--- src/rtl/core/bavs_mod.sv ---
module bavs_mod (
    input  logic        i_clk,
    input  logic        i_rst_n,
    input  logic        i_start,
    input  logic [15:0] i_dividend,
    input  logic [4:0]  i_divisor,
    output logic        o_done,
    output logic [4:0]  o_rem
);
    logic        r_busy;
    logic [3:0]  r_cnt;
    logic [15:0] r_quo;
    logic [4:0]  r_div;
    logic [5:0]  trial;

    assign trial = {o_rem, r_quo[15]};

    always_ff @(posedge i_clk) begin
        if (!i_rst_n) begin
            r_busy <= 1'b0;
            o_done <= 1'b0;
        end else begin
            o_done <= r_busy && (r_cnt == 4'd15);
            if (i_start) begin
                r_busy <= 1'b1;
            end else if (r_cnt == 4'd15) begin
                r_busy <= 1'b0;
            end
        end
    end

    always_ff @(posedge i_clk) begin
        if (i_start) begin
            r_quo <= i_dividend;
            r_div <= i_divisor;
            o_rem <= '0;
            r_cnt <= '0;
        end else if (r_busy) begin
            r_quo <= {r_quo[14:0], 1'b0};
            r_cnt <= r_cnt + 4'd1;
            if (trial >= {1'b0, r_div}) begin
                o_rem <= 5'(trial - {1'b0, r_div});
            end else begin
                o_rem <= trial[4:0];
            end
        end
    end

endmodule

--- config.mk ---
export PLATFORM = sky130hd
export DESIGN_NAME = bavs_mod
export DESIGN_NICKNAME = d
export VERILOG_FILES = /design/src/rtl/core/bavs_mod.sv
export SDC_FILE = /design/constraint.sdc
export NUM_CORES = 1
export LEC_CHECK = 0
export BUFFER_PORTS_ARGS = -buffer_cell sky130_fd_sc_hd__buf_2
export CAP_MARGIN = 5
export CORE_MARGIN = 5
export CORE_UTILIZATION = 40
export CTS_CLUSTER_DIAMETER = 40
export DETAILED_ROUTE_END_ITERATION = 6
export PLACE_DENSITY = 0.62
export REMOVE_ABC_BUFFERS = 1
export SLEW_MARGIN = 10
export SYNTH_ARGS = -nofsm -noshare
export SYNTH_HDL_FRONTEND = slang
export SYNTH_SLANG_ARGS = --single-unit
--- constraint.sdc ---
create_clock -name i_clk -period 2.3 [get_ports i_clk]
set_input_delay 0.23 -clock i_clk [delete_from_list [all_inputs] [get_ports i_clk]]
set_output_delay 0.23 -clock i_clk [all_outputs]
set_load 0.005 [all_outputs]
==> impl_metrics.tcl <==
set metrics [dict create \
    die_x_um 71.17 \
    clock_latency_ns 0.28 \
    intPower_mw 1.019 \
    grt_max_degree 18 \
    cts_buffers 5 \
    ys_warn_count 0 \
    cts_hold_buffers 0 \
    synth.area.top_cells "edfxtp_1 (42%), dfxtp_1 (15%), mux2_2 (11%)" \
    layout_min_cycle_time_ns 2.058 \
    drt_iter0_drc 28 \
    hold_viol_final 0 \
    clock-skew-final_ns 0.005574 \
    synth_top_area_frac 0.4214 \
    end_kind "flop" \
    ys_types 27 \
    synth.most_common_cell "edfxtp_1" \
    first_pass_iters 4 \
    ys_seq_area_frac 0.5686 \
    critPathLaunchType "flop" \
    cts-root-buf "clkbuf_8" \
    pwr-share-comb 0.157 \
    synth_top_cell_by_area "edfxtp_1" \
    max_clock_freq_ghz 0.4859 \
    cap_violations 0 \
    synth_edf_count 21 \
    viasPerCell 4.782 \
    first_global_vias 964 \
    final_nets 179 \
    rsz0062_at_grt "no" \
    min_path_type "in -> reg" \
    initial_core_util 0.4118 \
    core_area_sq_um 3633 \
    wl_met1_um 1098 \
    path_clk_slew_ns 0.07 \
    whs_ns 0.1243 \
    seqPwrFrac 0.514 \
    met2WireLength_um 1248 \
    synth_seq_cells 32 \
    placed_area_sq_um 1698 \
    h-tree-depth 2 \
    critPathMaxFanout 7 \
    timing.final.crit_share 0.8947 \
    dr_wl_met3_um 182 \
    syn_area_per_cell_sq_um 13.13 \
    synth_common_cells "edfxtp_1 (21), mux2_2 (15), dfxtp_1 (11)" \
    synth_area_sq_um 1496 \
    cts.sinks 32 \
    clock_path_buffers 2 \
    synthFlopType "edfxtp_1" \
    top_layer_used "met4" \
    gp_congestion 0.8413 \
    io_pins 30 \
    antennaDiodeCount 0 \
    io_buffers 29 \
    ant_nets 0 \
    core.rowCount 22 \
    remaining_drc_errors 0 \
    status "finished, final reports clean" \
    antenna_found_initial 0 \
    crit_required_ns 2.50 \
    synthToLayoutAreaGrowth_pct 19.73 \
    wl_per_cell_um 12.91 \
    peakVddDrop_uv 372.6 \
    switchingPower_uw 324.2 \
    final-setup-viol-count 0 \
    cp.arrival_ns 2.26 \
    power.share.switching 0.2413 \
    die_area_sq_um 5064 \
    p_leak_nw 0.7327 \
    finalInstanceArea_sq_um 1792 \
    overflow 0 \
    slew_headroom 0.5910 \
    worstSetupPathType "reg -> reg" \
    fin_ws_ns 0.2421 \
    synth-async-reset-ratio 0 \
    worst_slew_pin_slew_ns 0.6128 \
    clkPwrFrac 0.329 \
    fp.dieH_um 71.17 \
    drive_above_1_share 0.3960 \
    cts_resized 0 \
    grt_usage 0.1100 \
    cts_tree "built" \
    hpwl_um 1885 \
    tns_ns 0 \
    wl_um 2543 \
    ff2ff_setup_slack_ns 0.24 \
    synthCells 114 \
    grt_pass1_wl_um 4291 \
    power_density_nw_per_um2 749.8 \
    preCtsSetupSlack_ns 0.2187 \
    slew_viol_final 0 \
    num_vias 942 \
    postCtsSetupRepairBufs 0 \
]
[cell usage in the layout, fill, tap and decap left out, types with 2 or more instances in the layout]
cell type	n
nor2b_1	2
mux2i_1	2
inv_1	8
ha_1	6
a21oi_1	2
nand3_1	3
a211oi_2	2
clkbuf_8	6
mux2_2	15
xnor2_1	3
dfxtp_1	11
o2bb2a_1	2
nor2_1	9
o21ai_0	2
buf_2	29
clkbuf_1	2
edfxtp_1	21
buf_4	2
nand2_1	9
xor2_1	3
[cell type report]
class / instances / area (sq um)
inverter: 8 / 30.03
fill: 346 / 1842
timing repair buffer: 31 / 160.2
clock buffer: 8 / 90.09
multi-input combinational: 70 / 600.6
tap: 48 / 60.06
sequential: 32 / 850.8
[worst paths after layout]
path / startpoint / endpoint / cells after the start
hold reg to reg: r_cnt[3]$_SDFFE_PP0P_ / o_done$_SDFF_PN0_ / 2
hold / removal: i_divisor[3] / r_div[3]$_DFFE_PP_ / 1
setup / recovery: r_quo[15]$_DFFE_PP_ / o_rem[0]$_SDFFE_PP0P_ / 8
setup reg to reg: r_quo[15]$_DFFE_PP_ / o_rem[0]$_SDFFE_PP0P_ / 8
[power groups by stage]
stage,registers [mW],clock network [mW],logic (mW)
floorplan,0.701,0,0.144
global route,0.696,0.489,0.235
finish,0.691,0.442,0.211
detailed placement,0.704,0,0.210
global placement,0.702,0,0.203
CTS,0.692,0.456,0.211
[flip-flops by register name (all words and copies together) (netlist names)]
name    flops
o_rem       5
o_done      1
r_busy      1
r_cnt       4
r_quo      16
r_div       5
[per-stage QoR]
stage / util / cells / power (mW)
2_1_floorplan: - / 110 / 0.8445
3_3_place_gp: 0.4673 / 189 / 0.9052
3_5_place_dp: 0.4673 / 189 / 0.9141
4_1_cts: 0.4921 / 197 / 1.359
5_1_grt: 0.4931 / 197 / 1.420
6_report: 0.4931 / 197 / 1.343
[critical path, stage by stage (launching register included)]
cell and delay (ns):
edfxtp_1 0.36, inv_1 0.09, ha_1 0.16, inv_1 0.05, fa_1 0.42, a21oi_2 0.18
o221ai_4 0.19, mux2_4 0.34, a211oi_2 0.20
[kinds of logic after synthesis]
family,count (synthesis),synth area share
simple gates,27,0.08361
compound gates,12,0.08027
mux,18,0.1363
fa+ha+maj,7,0.06354
flops,32,0.5686
xor+xnor,6,0.03512
buf+inv,12,0.03260
[per-layer routing]
layer  vias up  track usage
met5         -            0
met4         0      0.03132
met3         2      0.06108
met2        27       0.1755
met1       444       0.1268
li1        469            -
Note: power is estimated with default switching activity, not from simulation.
