### src/rtl/core/bavs_pkg.sv
package bavs_pkg;

    localparam int LNT_W      = 21;   // ln t, Q5.16
    localparam int SCORE_W    = 27;   // signed score, Q18.8
    localparam int DIVD_W     = 37;   // ln t << 16
    localparam int SQX_W      = 38;   // radicand padded to an even width
    localparam int ROOT_W     = 19;
    localparam int DIV_STEPS  = 37;
    localparam int SQRT_STEPS = 19;

    localparam logic [15:0] LN2_Q16 = 16'd45426;
    localparam logic signed [SCORE_W-1:0] UNTRIED_SCORE = 27'sd2560000;
    localparam logic signed [SCORE_W-1:0] CHAIN_FLOOR   = {1'b1, {(SCORE_W-1){1'b0}}};
    localparam logic signed [23:0] EST_MAX = 24'sh7FFFFF;
    localparam logic signed [23:0] EST_MIN = 24'sh800000;

    localparam logic [2:0] CFG_POLICY  = 3'd0;
    localparam logic [2:0] CFG_EPSILON = 3'd1;
    localparam logic [2:0] CFG_LRATE   = 3'd2;
    localparam logic [2:0] CFG_UCB_C   = 3'd3;
    localparam logic [2:0] CFG_ARMS    = 3'd4;

    typedef enum logic [3:0] {
        S_IDLE, S_MOD, S_LN, S_DIV, S_SQRT, S_MUL, S_SUM, S_QLOAD, S_SCAN, S_DONE
    } t_state;

    typedef enum logic [2:0] {
        L_IDLE, L_NORM, L_SQ, L_MUL, L_DONE
    } t_ln_state;

    typedef struct packed {
        logic upd;
        logic inc;
        logic div_load;
        logic div_step;
        logic sq_load;
        logic sq_step;
        logic mul;
        logic sum;
        logic load_q;
    } t_cell_ctl;

endpackage

### src/rtl/core/bavs_ln.sv
module bavs_ln (
    input  logic                       i_clk,
    input  logic                       i_rst_n,
    input  logic                       i_start,
    input  logic [31:0]                i_t,
    output logic                       o_done,
    output logic [bavs_pkg::LNT_W-1:0] o_lnt
);
    import bavs_pkg::*;

    t_ln_state   r_state, n_state;
    logic [31:0] r_m;
    logic [4:0]  r_k;
    logic [15:0] r_frac;
    logic [3:0]  r_cnt;
    logic [63:0] sq;
    logic [36:0] scaled;

    assign sq     = r_m * r_m;
    assign scaled = {r_k, r_frac} * LN2_Q16;

    always_comb begin
        n_state = r_state;
        unique case (r_state)
            L_IDLE: if (i_start) n_state = (i_t <= 32'd1) ? L_DONE : L_NORM;
            L_NORM: if (r_m[31]) n_state = L_SQ;
            L_SQ:   if (r_cnt == 4'd15) n_state = L_MUL;
            L_MUL:  n_state = L_DONE;
            L_DONE: n_state = L_IDLE;
            default: n_state = L_IDLE;
        endcase
    end

    always_comb begin
        o_done = (r_state == L_DONE);
    end

    always_ff @(posedge i_clk) begin
        if (!i_rst_n) begin
            r_state <= L_IDLE;
        end else begin
            r_state <= n_state;
        end
    end

    always_ff @(posedge i_clk) begin
        unique case (r_state)
            L_IDLE: begin
                r_m    <= i_t;
                r_k    <= 5'd31;
                r_frac <= '0;
                r_cnt  <= '0;
                o_lnt  <= '0;
            end
            L_NORM: begin
                if (!r_m[31]) begin
                    r_m <= {r_m[30:0], 1'b0};
                    r_k <= r_k - 5'd1;
                end
            end
            L_SQ: begin
                r_cnt <= r_cnt + 4'd1;
                if (sq[63]) begin
                    r_m    <= sq[63:32];
                    r_frac <= {r_frac[14:0], 1'b1};
                end else begin
                    r_m    <= sq[62:31];
                    r_frac <= {r_frac[14:0], 1'b0};
                end
            end
            L_MUL:  o_lnt <= scaled[36:16];
            L_DONE: ;
            default: ;
        endcase
    end

endmodule

### config.mk
export PLATFORM = sky130hd
export DESIGN_NAME = bavs_ln
export DESIGN_NICKNAME = d
export VERILOG_FILES = /design/src/rtl/core/bavs_pkg.sv /design/src/rtl/core/bavs_ln.sv
export SDC_FILE = /design/constraint.sdc
export NUM_CORES = 2
export LEC_CHECK = 0
export ABC_AREA = 1
export BUFFER_PORTS_ARGS = -buffer_cell sky130_fd_sc_hd__buf_2
export CORE_ASPECT_RATIO = 0.7
export CORE_MARGIN = 3
export CORE_UTILIZATION = 35
export DETAILED_ROUTE_END_ITERATION = 10
export MAX_ROUTING_LAYER = met4
export PLACE_DENSITY_LB_ADDON = 0.1
export SLEW_MARGIN = 10
export SYNTH_ARGS = -nofsm -noshare
export SYNTH_HDL_FRONTEND = slang
export SYNTH_SLANG_ARGS = --single-unit
### constraint.sdc
create_clock -name i_clk -period 7.8 [get_ports i_clk]
set_input_delay 1.56 -clock i_clk [delete_from_list [all_inputs] [get_ports i_clk]]
set_output_delay 1.56 -clock i_clk [all_outputs]
set_load 0.05 [all_outputs]
==> results.ini <==
[critical_path]
crit_path_start = r_m[13]$_DFFE_PP_
crit_fanout = 19
r2r-start = r_m[13]$_DFFE_PP_
worst_path_most_repeated_cell = fa_1
worst-r2r-cell-count = 28
crit_required_ns = 7.90
reg2reg_to = r_m[28]$_DFFE_PP_
cp-start-kind = flop
crit_path_top_delay_cell = fa_1
arrival_ns = 7.61
worstSetupEndpointType = flop
crit_end = r_m[28]$_DFFE_PP_
slowest_delay_ns = 0.63
crit_type = flop to flop
rrSetupSlack_ns = 0.29

[placed_design]
io_buffer_count = 56
dpl.hpwl_mm = 111
place_congestion = 0.970

[clocking]
ctsHoldBuffers = 0
numClockSinks = 81
htree_levels = 3
insertion_delay_ns = 0.38
clkSlewWorstSetupHoldPaths_ns = 0.08
clockBufferDepth = 2
numCtsBuffers = 9
cts_root_buf = clkbuf_16
cts_tree = done

[grt]
grt_overflow_total = 0
grt_pass1_wl_mm = 201
antenna_found_initial = 4
grt_max_degree = 56
grt_usage_pct = 22.5
grt_pass1_vias = 32400

[finish]
area_growth_syn_to_layout_pct = 8.42
utilization_pct = 38.4
layout-drive-gt1-share_pct = 4.83
fin_nets = 6532

[floorplan]
rows = 104
io-pin-count = 57
die_w_um = 414
dieArea_um2 = 121000
start_util_pct = 35.4
die_y_um = 292
core-area_um2 = 115000

[synth]
netlist_top_cells_area = fa_1 44%, inv_1 16%, ha_1 13%
synth_top_area_share_pct = 43.8
ys_seq_area_share_pct = 5.89
synth_seq_cells = 81
synth.cell_area_um2 = 40800
avgSynthCellArea_um2 = 8.00
synth_nets = 6469
yosys_warnings = 0
synth_edf_count = 78
synth_top_area_cell = fa_1
ys_async_sr_fraction_pct = 0
ys.flop_type = edfxtp_1
yosysUniqueCellTypes = 45
synthCells = 5103

[routing]
wire_per_inst_um = 19.1
drtIter0Drc = 2337
num_vias = 31000
drc = 0
antenna_left = 0
viasPerCell = 4.61
drt_pass1_iterations = 5
drt_wl_total_mm = 128

[timing]
slew_headroom_pct = 28.4
period_needed_ns = 7.51
worstMarginPinSlew_ns = 1.06
fmax_ghz = 0.133
drv_slew = 0
finalCritPeriodShare_pct = 96.3
finalSetupViolCount = 0
hold_viol_final = 0
clock_skew_ns = 0.0218
rsz0062_at_grt = no
fin_tns_setup_ns = 0

[hold_path]
hold_class = flop to flop

[flow_run]
maxCapViolCount = 0

[status]
status = completed

-- cells in the mapped netlist (6+ instances only) --
| master | number |
|---|---|
| nor2_1 | 178 |
| xnor2_1 | 21 |
| o21bai_1 | 22 |
| o21ai_0 | 66 |
| o21a_1 | 6 |
| nor4_1 | 10 |
| ha_1 | 438 |
| a31o_2 | 6 |
| buf_1 | 16 |
| xor2_1 | 34 |
| inv_1 | 1689 |
| fa_1 | 893 |
| nand3_1 | 128 |
| edfxtp_1 | 78 |
| nand2_1 | 1183 |
| clkbuf_1 | 97 |
| nand3b_1 | 30 |
| nand4_1 | 16 |
| nor3_1 | 16 |
| a21oi_1 | 110 |
| a31oi_1 | 6 |
| buf_4 | 6 |
-- area by class of cell --
cell class              count  area, µm²
repair buffers            175       1540
inverters                1694       6360
flip-flops and latches     81       2400
diodes                      6       15.0
multi-input cells        3205      31700
clock buffers               9        225
clock inverters             7        108
well taps                1537       1920
fillers                 12300      71100
-- logic make-up (layout without fill, tap and decap cells) --
kind of cell	after synthesis	after routing	share of synthesized area (%)
compound gates	238	238	3.32
xor+xnor	55	55	1.18
fa+ha+maj	1331	1331	57.2
buf+inv	1817	1885	16.8
flops	81	81	5.89
other cells	0	6	0
simple gates	1581	1581	15.6
-- cells in the final DEF (no fill, tap or decap), types with 21 or more instances in the layout --
cell type,count
xor2_1,34
nand3_1,127
inv_1,1689
edfxtp_1,78
buf_4,87
a21oi_1,106
o21bai_1,22
nand3b_1,30
nand2_1,1174
ha_1,434
nor2_1,167
buf_2,56
fa_1,893
xnor2_1,21
o21ai_0,66
buf_12,23
-- timing repair --
action | CTS | global route
setup buffers | 0 | 17
setup endpoints to repair | 0 | 33
resized for setup | 0 | 41
-- how the worst min path moves through the flow --
stage                                      start                      to  slack [ns]  cells after the start
final                     r_cnt[0]$_SDFFCE_PN0P_  r_cnt[0]$_SDFFCE_PN0P_        0.64                      1
after global routing      r_cnt[0]$_SDFFCE_PN0P_  r_cnt[0]$_SDFFCE_PN0P_        0.65                      1
after CTS                 r_cnt[0]$_SDFFCE_PN0P_  r_cnt[0]$_SDFFCE_PN0P_        0.63                      1
after detailed placement  r_cnt[0]$_SDFFCE_PN0P_  r_cnt[0]$_SDFFCE_PN0P_        0.61                      1
after global placement    r_cnt[3]$_SDFFCE_PN0P_  r_cnt[3]$_SDFFCE_PN0P_        0.62                      2
after floorplan           r_cnt[0]$_SDFFCE_PN0P_  r_cnt[0]$_SDFFCE_PN0P_        0.56                      1
-- per-layer routing --
metal  GRT usage (%)  wire length [µm]
met3            3.04              8380
met2            28.8             47400
met5               -                 0
met1            37.4             71200
met4            2.74              1410
-- critical path: cells and delay by family (launching register included) --
kind / cells / cell delay [ns]
flip-flops: 1 / 0.49
buffers and inverters: 8 / 0.85
adder cells (fa/ha/maj): 9 / 4.57
AND/OR/NAND/NOR: 11 / 1.32
-- state kept, by name, indices dropped and copies added, names as in the netlist --
signal / flops
r_frac: 16
r_state: 3
r_k: 5
r_cnt: 4
r_m: 32
o_lnt: 21
-- stage by stage --
stage / instance area, µm² / cells / setup slack [ns] / hold WS [ns]
2_1_floorplan: 40800 / 5103 / 0.778 / 0.561
3_3_place_gp: 43500 / 6672 / 0.135 / 0.615
3_5_place_dp: 43500 / 6672 / 0.0648 / 0.612
4_1_cts: 43900 / 6688 / 0.0293 / 0.630
5_1_grt: 44200 / 6711 / 0.00443 / 0.649
6_report: 44200 / 6714 / 0.289 / 0.637
Power is not shown: default switching activity piles up to over one toggle a cycle in this logic, so the estimate is an artifact.
