[config.mk]
export PLATFORM = sky130hd
export DESIGN_NAME = bavs_cell
export DESIGN_NICKNAME = d
export VERILOG_FILES = /design/src/rtl/core/bavs_pkg.sv /design/src/rtl/core/bavs_cell.sv
export SDC_FILE = /design/constraint.sdc
export NUM_CORES = 2
export LEC_CHECK = 0
export ABC_CLOCK_PERIOD_IN_PS = 16400
export BUFFER_PORTS_ARGS = -buffer_cell sky130_fd_sc_hd__clkbuf_2
export CAP_MARGIN = 20
export CELL_PAD_IN_SITES_DETAIL_PLACEMENT = 1
export CELL_PAD_IN_SITES_GLOBAL_PLACEMENT = 2
export CORE_ASPECT_RATIO = 0.5
export CORE_MARGIN = 2
export CORE_UTILIZATION = 42
export CTS_BUF_LIST = sky130_fd_sc_hd__clkbuf_2 sky130_fd_sc_hd__clkbuf_4 sky130_fd_sc_hd__clkbuf_8
export CTS_CLUSTER_DIAMETER = 200
export DETAILED_ROUTE_END_ITERATION = 10
export GPL_TIMING_DRIVEN = 0
export PLACE_DENSITY_LB_ADDON = 0.1
export SYNTH_ARGS = -nofsm -noshare
export SYNTH_HDL_FRONTEND = slang
export SYNTH_SLANG_ARGS = --single-unit
[constraint.sdc]
create_clock -name i_clk -period 16.4 [get_ports i_clk]
set_input_delay 2.46 -clock i_clk [delete_from_list [all_inputs] [get_ports i_clk]]
set_output_delay 2.46 -clock i_clk [all_outputs]
set_load 0.005 [all_outputs]
[src/rtl/core/bavs_pkg.sv]
package bavs_pkg;

    localparam int LNT_W      = 21;   // ln t, Q5.16
    localparam int SCORE_W    = 27;   // signed score, Q18.8
    localparam int DIVD_W     = 37;   // ln t << 16
    localparam int SQX_W      = 38;   // radicand padded to an even width
    localparam int ROOT_W     = 19;
    localparam int DIV_STEPS  = 37;
    localparam int SQRT_STEPS = 19;

    localparam logic [15:0] LN2_Q16 = 16'd45426;
    localparam logic signed [SCORE_W-1:0] UNTRIED_SCORE = 27'sd2560000;
    localparam logic signed [SCORE_W-1:0] CHAIN_FLOOR   = {1'b1, {(SCORE_W-1){1'b0}}};
    localparam logic signed [23:0] EST_MAX = 24'sh7FFFFF;
    localparam logic signed [23:0] EST_MIN = 24'sh800000;

    localparam logic [2:0] CFG_POLICY  = 3'd0;
    localparam logic [2:0] CFG_EPSILON = 3'd1;
    localparam logic [2:0] CFG_LRATE   = 3'd2;
    localparam logic [2:0] CFG_UCB_C   = 3'd3;
    localparam logic [2:0] CFG_ARMS    = 3'd4;

    typedef enum logic [3:0] {
        S_IDLE, S_MOD, S_LN, S_DIV, S_SQRT, S_MUL, S_SUM, S_QLOAD, S_SCAN, S_DONE
    } t_state;

    typedef enum logic [2:0] {
        L_IDLE, L_NORM, L_SQ, L_MUL, L_DONE
    } t_ln_state;

    typedef struct packed {
        logic upd;
        logic inc;
        logic div_load;
        logic div_step;
        logic sq_load;
        logic sq_step;
        logic mul;
        logic sum;
        logic load_q;
    } t_cell_ctl;

endpackage

[src/rtl/core/bavs_cell.sv]
module bavs_cell #(
    parameter int IDX = 0,
    parameter int IW  = 4
) (
    input  logic                                i_clk,
    input  logic                                i_rst_n,
    input  bavs_pkg::t_cell_ctl                 i_ctl,
    input  logic [IW-1:0]                       i_sel,
    input  logic signed [15:0]                  i_reward,
    input  logic [15:0]                         i_lr,
    input  logic [15:0]                         i_ucb_c,
    input  logic [bavs_pkg::LNT_W-1:0]          i_lnt,
    input  logic [4:0]                          i_arms,
    input  logic signed [bavs_pkg::SCORE_W-1:0] i_in_score,
    input  logic [IW-1:0]                       i_in_idx,
    output logic signed [bavs_pkg::SCORE_W-1:0] o_best_score,
    output logic [IW-1:0]                       o_best_idx
);
    import bavs_pkg::*;

    localparam logic [IW-1:0] MY_IDX = IW'(IDX);

    logic signed [23:0]         r_q;
    logic [31:0]                r_n;
    logic [31:0]                r_rem;
    logic [DIVD_W-1:0]          r_quo;
    logic [SQX_W-1:0]           r_sx;
    logic [20:0]                r_sqr;
    logic [ROOT_W-1:0]          r_root;
    logic [34:0]                r_prod;
    logic signed [SCORE_W-1:0]  r_score;

    logic                       hit;
    logic                       active;
    logic signed [24:0]         diff;
    logic signed [41:0]         prod;
    logic signed [25:0]         delta;
    logic signed [26:0]         nq;
    logic [32:0]                dtrial;
    logic [22:0]                strial;
    logic [22:0]                sbase;

    assign hit    = (i_sel == MY_IDX);
    assign active = (int'(i_arms) > IDX);
    assign diff   = 25'(i_reward) - 25'(r_q);
    assign prod   = diff * $signed({1'b0, i_lr});
    assign delta  = 26'(prod >>> 16);
    assign nq     = 27'(r_q) + 27'(delta);
    assign dtrial = {r_rem, r_quo[DIVD_W-1]};
    assign strial = {r_sqr, r_sx[SQX_W-1 -: 2]};
    assign sbase  = 23'({r_root, 2'b01});

    // estimate and pull count of this arm
    always_ff @(posedge i_clk) begin
        if (!i_rst_n) begin
            r_q <= '0;
            r_n <= '0;
        end else begin
            if (i_ctl.upd && hit) begin
                if (nq > 27'(EST_MAX)) begin
                    r_q <= EST_MAX;
                end else if (nq < 27'(EST_MIN)) begin
                    r_q <= EST_MIN;
                end else begin
                    r_q <= nq[23:0];
                end
            end
            if (i_ctl.inc && hit && (r_n != 32'hFFFF_FFFF)) begin
                r_n <= r_n + 32'd1;
            end
        end
    end

    // bonus: shift-subtract divide, digit-by-digit root, times c; then score
    always_ff @(posedge i_clk) begin
        if (i_ctl.div_load) begin
            r_rem <= '0;
            r_quo <= {i_lnt, 16'b0};
        end else if (i_ctl.div_step) begin
            r_quo <= {r_quo[DIVD_W-2:0], dtrial >= {1'b0, r_n}};
            if (dtrial >= {1'b0, r_n}) begin
                r_rem <= 32'(dtrial - {1'b0, r_n});
            end else begin
                r_rem <= dtrial[31:0];
            end
        end
        if (i_ctl.sq_load) begin
            r_sx   <= {1'b0, r_quo};
            r_sqr  <= '0;
            r_root <= '0;
        end else if (i_ctl.sq_step) begin
            r_sx <= {r_sx[SQX_W-3:0], 2'b00};
            if (strial >= sbase) begin
                r_sqr  <= 21'(strial - sbase);
                r_root <= {r_root[ROOT_W-2:0], 1'b1};
            end else begin
                r_sqr  <= strial[20:0];
                r_root <= {r_root[ROOT_W-2:0], 1'b0};
            end
        end
        if (i_ctl.mul) begin
            r_prod <= r_root * i_ucb_c;
        end
        if (i_ctl.sum) begin
            if (r_n == 32'd0) begin
                r_score <= UNTRIED_SCORE;
            end else begin
                r_score <= 27'(r_q) + $signed({12'b0, r_prod[34:20]});
            end
        end else if (i_ctl.load_q) begin
            r_score <= 27'(r_q);
        end
    end

    // argmax link: keep the incoming best unless an active arm strictly beats it
    always_ff @(posedge i_clk) begin
        if (active && (r_score > i_in_score)) begin
            o_best_score <= r_score;
            o_best_idx   <= MY_IDX;
        end else begin
            o_best_score <= i_in_score;
            o_best_idx   <= i_in_idx;
        end
    end

endmodule

==> reports/summary.txt <==
Outcome -> finished, final reports clean
Cell with the most instances on the worst path -> fa_1
Number of synthesized flops with an enable pin -> 98
Largest net degree at the start of global routing -> 38
Critical Path End Type -> flop
Max clock buf depth -> 3
Post-Syn Instances -> 4478
CP max-delay cell -> nor4_1
Root Driver -> clkbuf_8
DP Cell Count -> 5880
Die Wd -> 444 um
GRT Overall Usage -> 0.253
Final Skew -> 0.0557 ns
PostCTS Resize Cnt -> 0
Skew-Pair Late Insertion Delay -> 0.67 ns
Ys flop type -> dfxtp_1
Layout cells sized above 1 -> 0.0698
First-pass GRT wire length -> 197000 um
Sequential fraction of the synthesis area -> 0.159
Place WS -> 1.21 ns
Area after DPL -> 0.0428 sq mm
Post-CTS Hold Fix Bufs -> 0
Period utilization -> 0.876
Relative slew slack -> 0.244
Port bufs -> 130
Hpwl dp -> 103000 um
H-tree depth -> 2
Final Hold Viols -> 0
Initial Util -> 0.425
Layout area overhead -> 8.23%
CP Data Required Time -> 16.91 ns
Peak fanout along the critical path -> 10
Clock Sinks -> 274
# Max-Cap Violations -> 0
Die area -> 0.0993 sq mm
Synth async-reset ratio -> 0
Slew Viols, Final -> 0
Vias in the first global route -> 34300
Clk slew on worst S/H paths -> 0.07 ns
Num rows -> 80
Largest stage delay on the critical path -> 0.92 ns
Final setup viols -> 0
Arr. time, crit path -> 14.88 ns
Unique masters post-synth -> 92
RSZ-0062 raised after global routing -> no
DRT iter0 DRCs -> 1400
RD Place Congestion -> 0.865
Syn Nets -> 5574
Final net count -> 5756
Final setup margin -> 2.03 ns
Critical path class -> in2reg
CTS tree -> built
I/O Pins -> 151
Initial antenna violation count -> 4
Avg Inst Size Synth -> 9.07 sq um
CTS Buf Count -> 49
Final WL -> 123000 um
Setup crit start kind -> primary input
Fill cell count -> 11200
Post-DR wirelength/cell -> 20.5 um
Slew @ Worst Pin -> 1.13 ns
Mapped Area -> 0.0406 sq mm
Post-synthesis register bit count -> 274
Final Cell Area -> 0.0439 sq mm
Die H -> 224 um
Core box area -> 0.0956 sq mm
DRC -> 0
Via count -> 31000
Drt first pass iters -> 5
Cell Count, Final, Fillers Out -> 5974
GRT overflow -> 0
Remaining antenna violation count -> 0
Max Freq -> 69.6 MHz
Worst hold path type -> reg2reg
Synth Warn # -> 0
Tmin final -> 14.37 ns
Vias per inst -> 5.20
Post-CTS setup buffer count -> 0
Fin Setup TNS -> 0 ns
## area by class of cell
class / instances / area [sq um] / share of cell area
antenna: 2 / 5.00 / 0.000114
buffer: 189 / 777 / 0.0177
clock buffer: 76 / 958 / 0.0218
clock inverter: 16 / 130 / 0.00296
inverter: 846 / 3180 / 0.0723
multi-input combinational: 3169 / 30200 / 0.687
sequential: 274 / 6470 / 0.147
tap: 1271 / 1590 / 0.0362
timing repair buffer: 131 / 656 / 0.0149
## layout by cell type (no fill, tap or decap), types with 43 or more instances in the layout
cell	n
xnor2_1	132
mux2i_1	64
clkbuf_8	62
nor3_1	55
a21o_1	60
fa_1	621
dfxtp_1	176
a21oi_1	113
nand2_1	513
nor2_1	214
clkbuf_1	162
mux2_2	59
clkbuf_2	131
nor2b_1	45
o21ai_0	93
and2_1	314
nand3_1	48
edfxtp_1	98
a211oi_1	43
ha_1	355
inv_1	846
## stage by stage
step	hold slack (ns)	util
6_report	0.458	0.460
5_1_grt	0.491	0.460
4_1_cts	0.468	0.460
3_5_place_dp	0.486	0.448
3_3_place_gp	0.475	0.448
2_1_floorplan	0.450	-
## worst max-delay path: cells and delay by family
kind	cells	cell delay (ns)
XOR/XNOR	3	1.29
buffers and inverters	9	1.23
AND/OR/NAND/NOR	5	1.51
adder cells (fa/ha/maj)	10	4.41
AO/OA/AOI/OAI	15	3.96
## synthesized netlist by cell type, drive strengths merged (15+ instances only)
master | n | area [sq um]
a211oi | 45 | 348
o211ai | 21 | 168
xnor2 | 132 | 1160
edfxtp | 98 | 2940
nand3 | 48 | 240
nand2 | 514 | 1930
a21o | 61 | 459
nand4 | 29 | 181
fa | 621 | 12400
a31oi | 18 | 131
inv | 846 | 3180
a21oi | 114 | 574
a22o | 23 | 201
o21ai | 95 | 479
mux2 | 62 | 698
nand2b | 31 | 194
and2 | 314 | 1960
o21a | 42 | 315
nor4 | 17 | 113
o21bai | 19 | 143
xor2 | 41 | 359
dfxtp | 176 | 3520
mux2i | 64 | 641
ha | 355 | 4440
nor2b | 45 | 282
o22ai | 15 | 93.8
nor3 | 55 | 275
o221a | 21 | 236
clkbuf | 163 | 613
buf | 26 | 164
nor2 | 214 | 803
## routing by layer
metal  wire length (um)  GRT usage  vias up
met4               1790     0.0425        2
met1              59400      0.357    15900
met2              58400      0.432      406
met3               3120     0.0200       98
li1                   -          -    14600
met5                  9          0        -
## registers in the layout, indices dropped and copies added, names as in the netlist
name / cells
r_q: 24
r_n: 32
o_best_score: 27
r_sx: 38
r_root: 19
r_prod: 15
r_rem: 32
r_score: 25
o_best_idx: 4
r_sqr: 21
r_quo: 37
## worst paths after layout
check	cells after the start	to	from	slack, ns
worst min register to register	2	r_sx[37]	r_sx[35]	0.46
worst min-delay path	2	r_sx[37]	r_sx[35]	0.46
worst max-delay path	42	r_q[1]	i_reward[0]	2.03
worst max register to register	40	r_q[1]	r_q[1]	3.28
## cells by family (layout without fill, tap and decap cells)
kind of cell    after synthesis  count (layout)  share of synthesized area
other cells                   0               2                          0
xor+xnor                    173             173                     0.0373
buf+inv                    1035            1258                     0.0974
simple gates               1323            1323                      0.157
compound gates              568             568                     0.0996
fa+ha+maj                   979             979                      0.416
flops                       274             274                      0.159
mux                         126             126                     0.0330
Power is left out: the tool's default activity adds up to more than one toggle a clock period on the data nets, which glitch-free logic cannot reach.
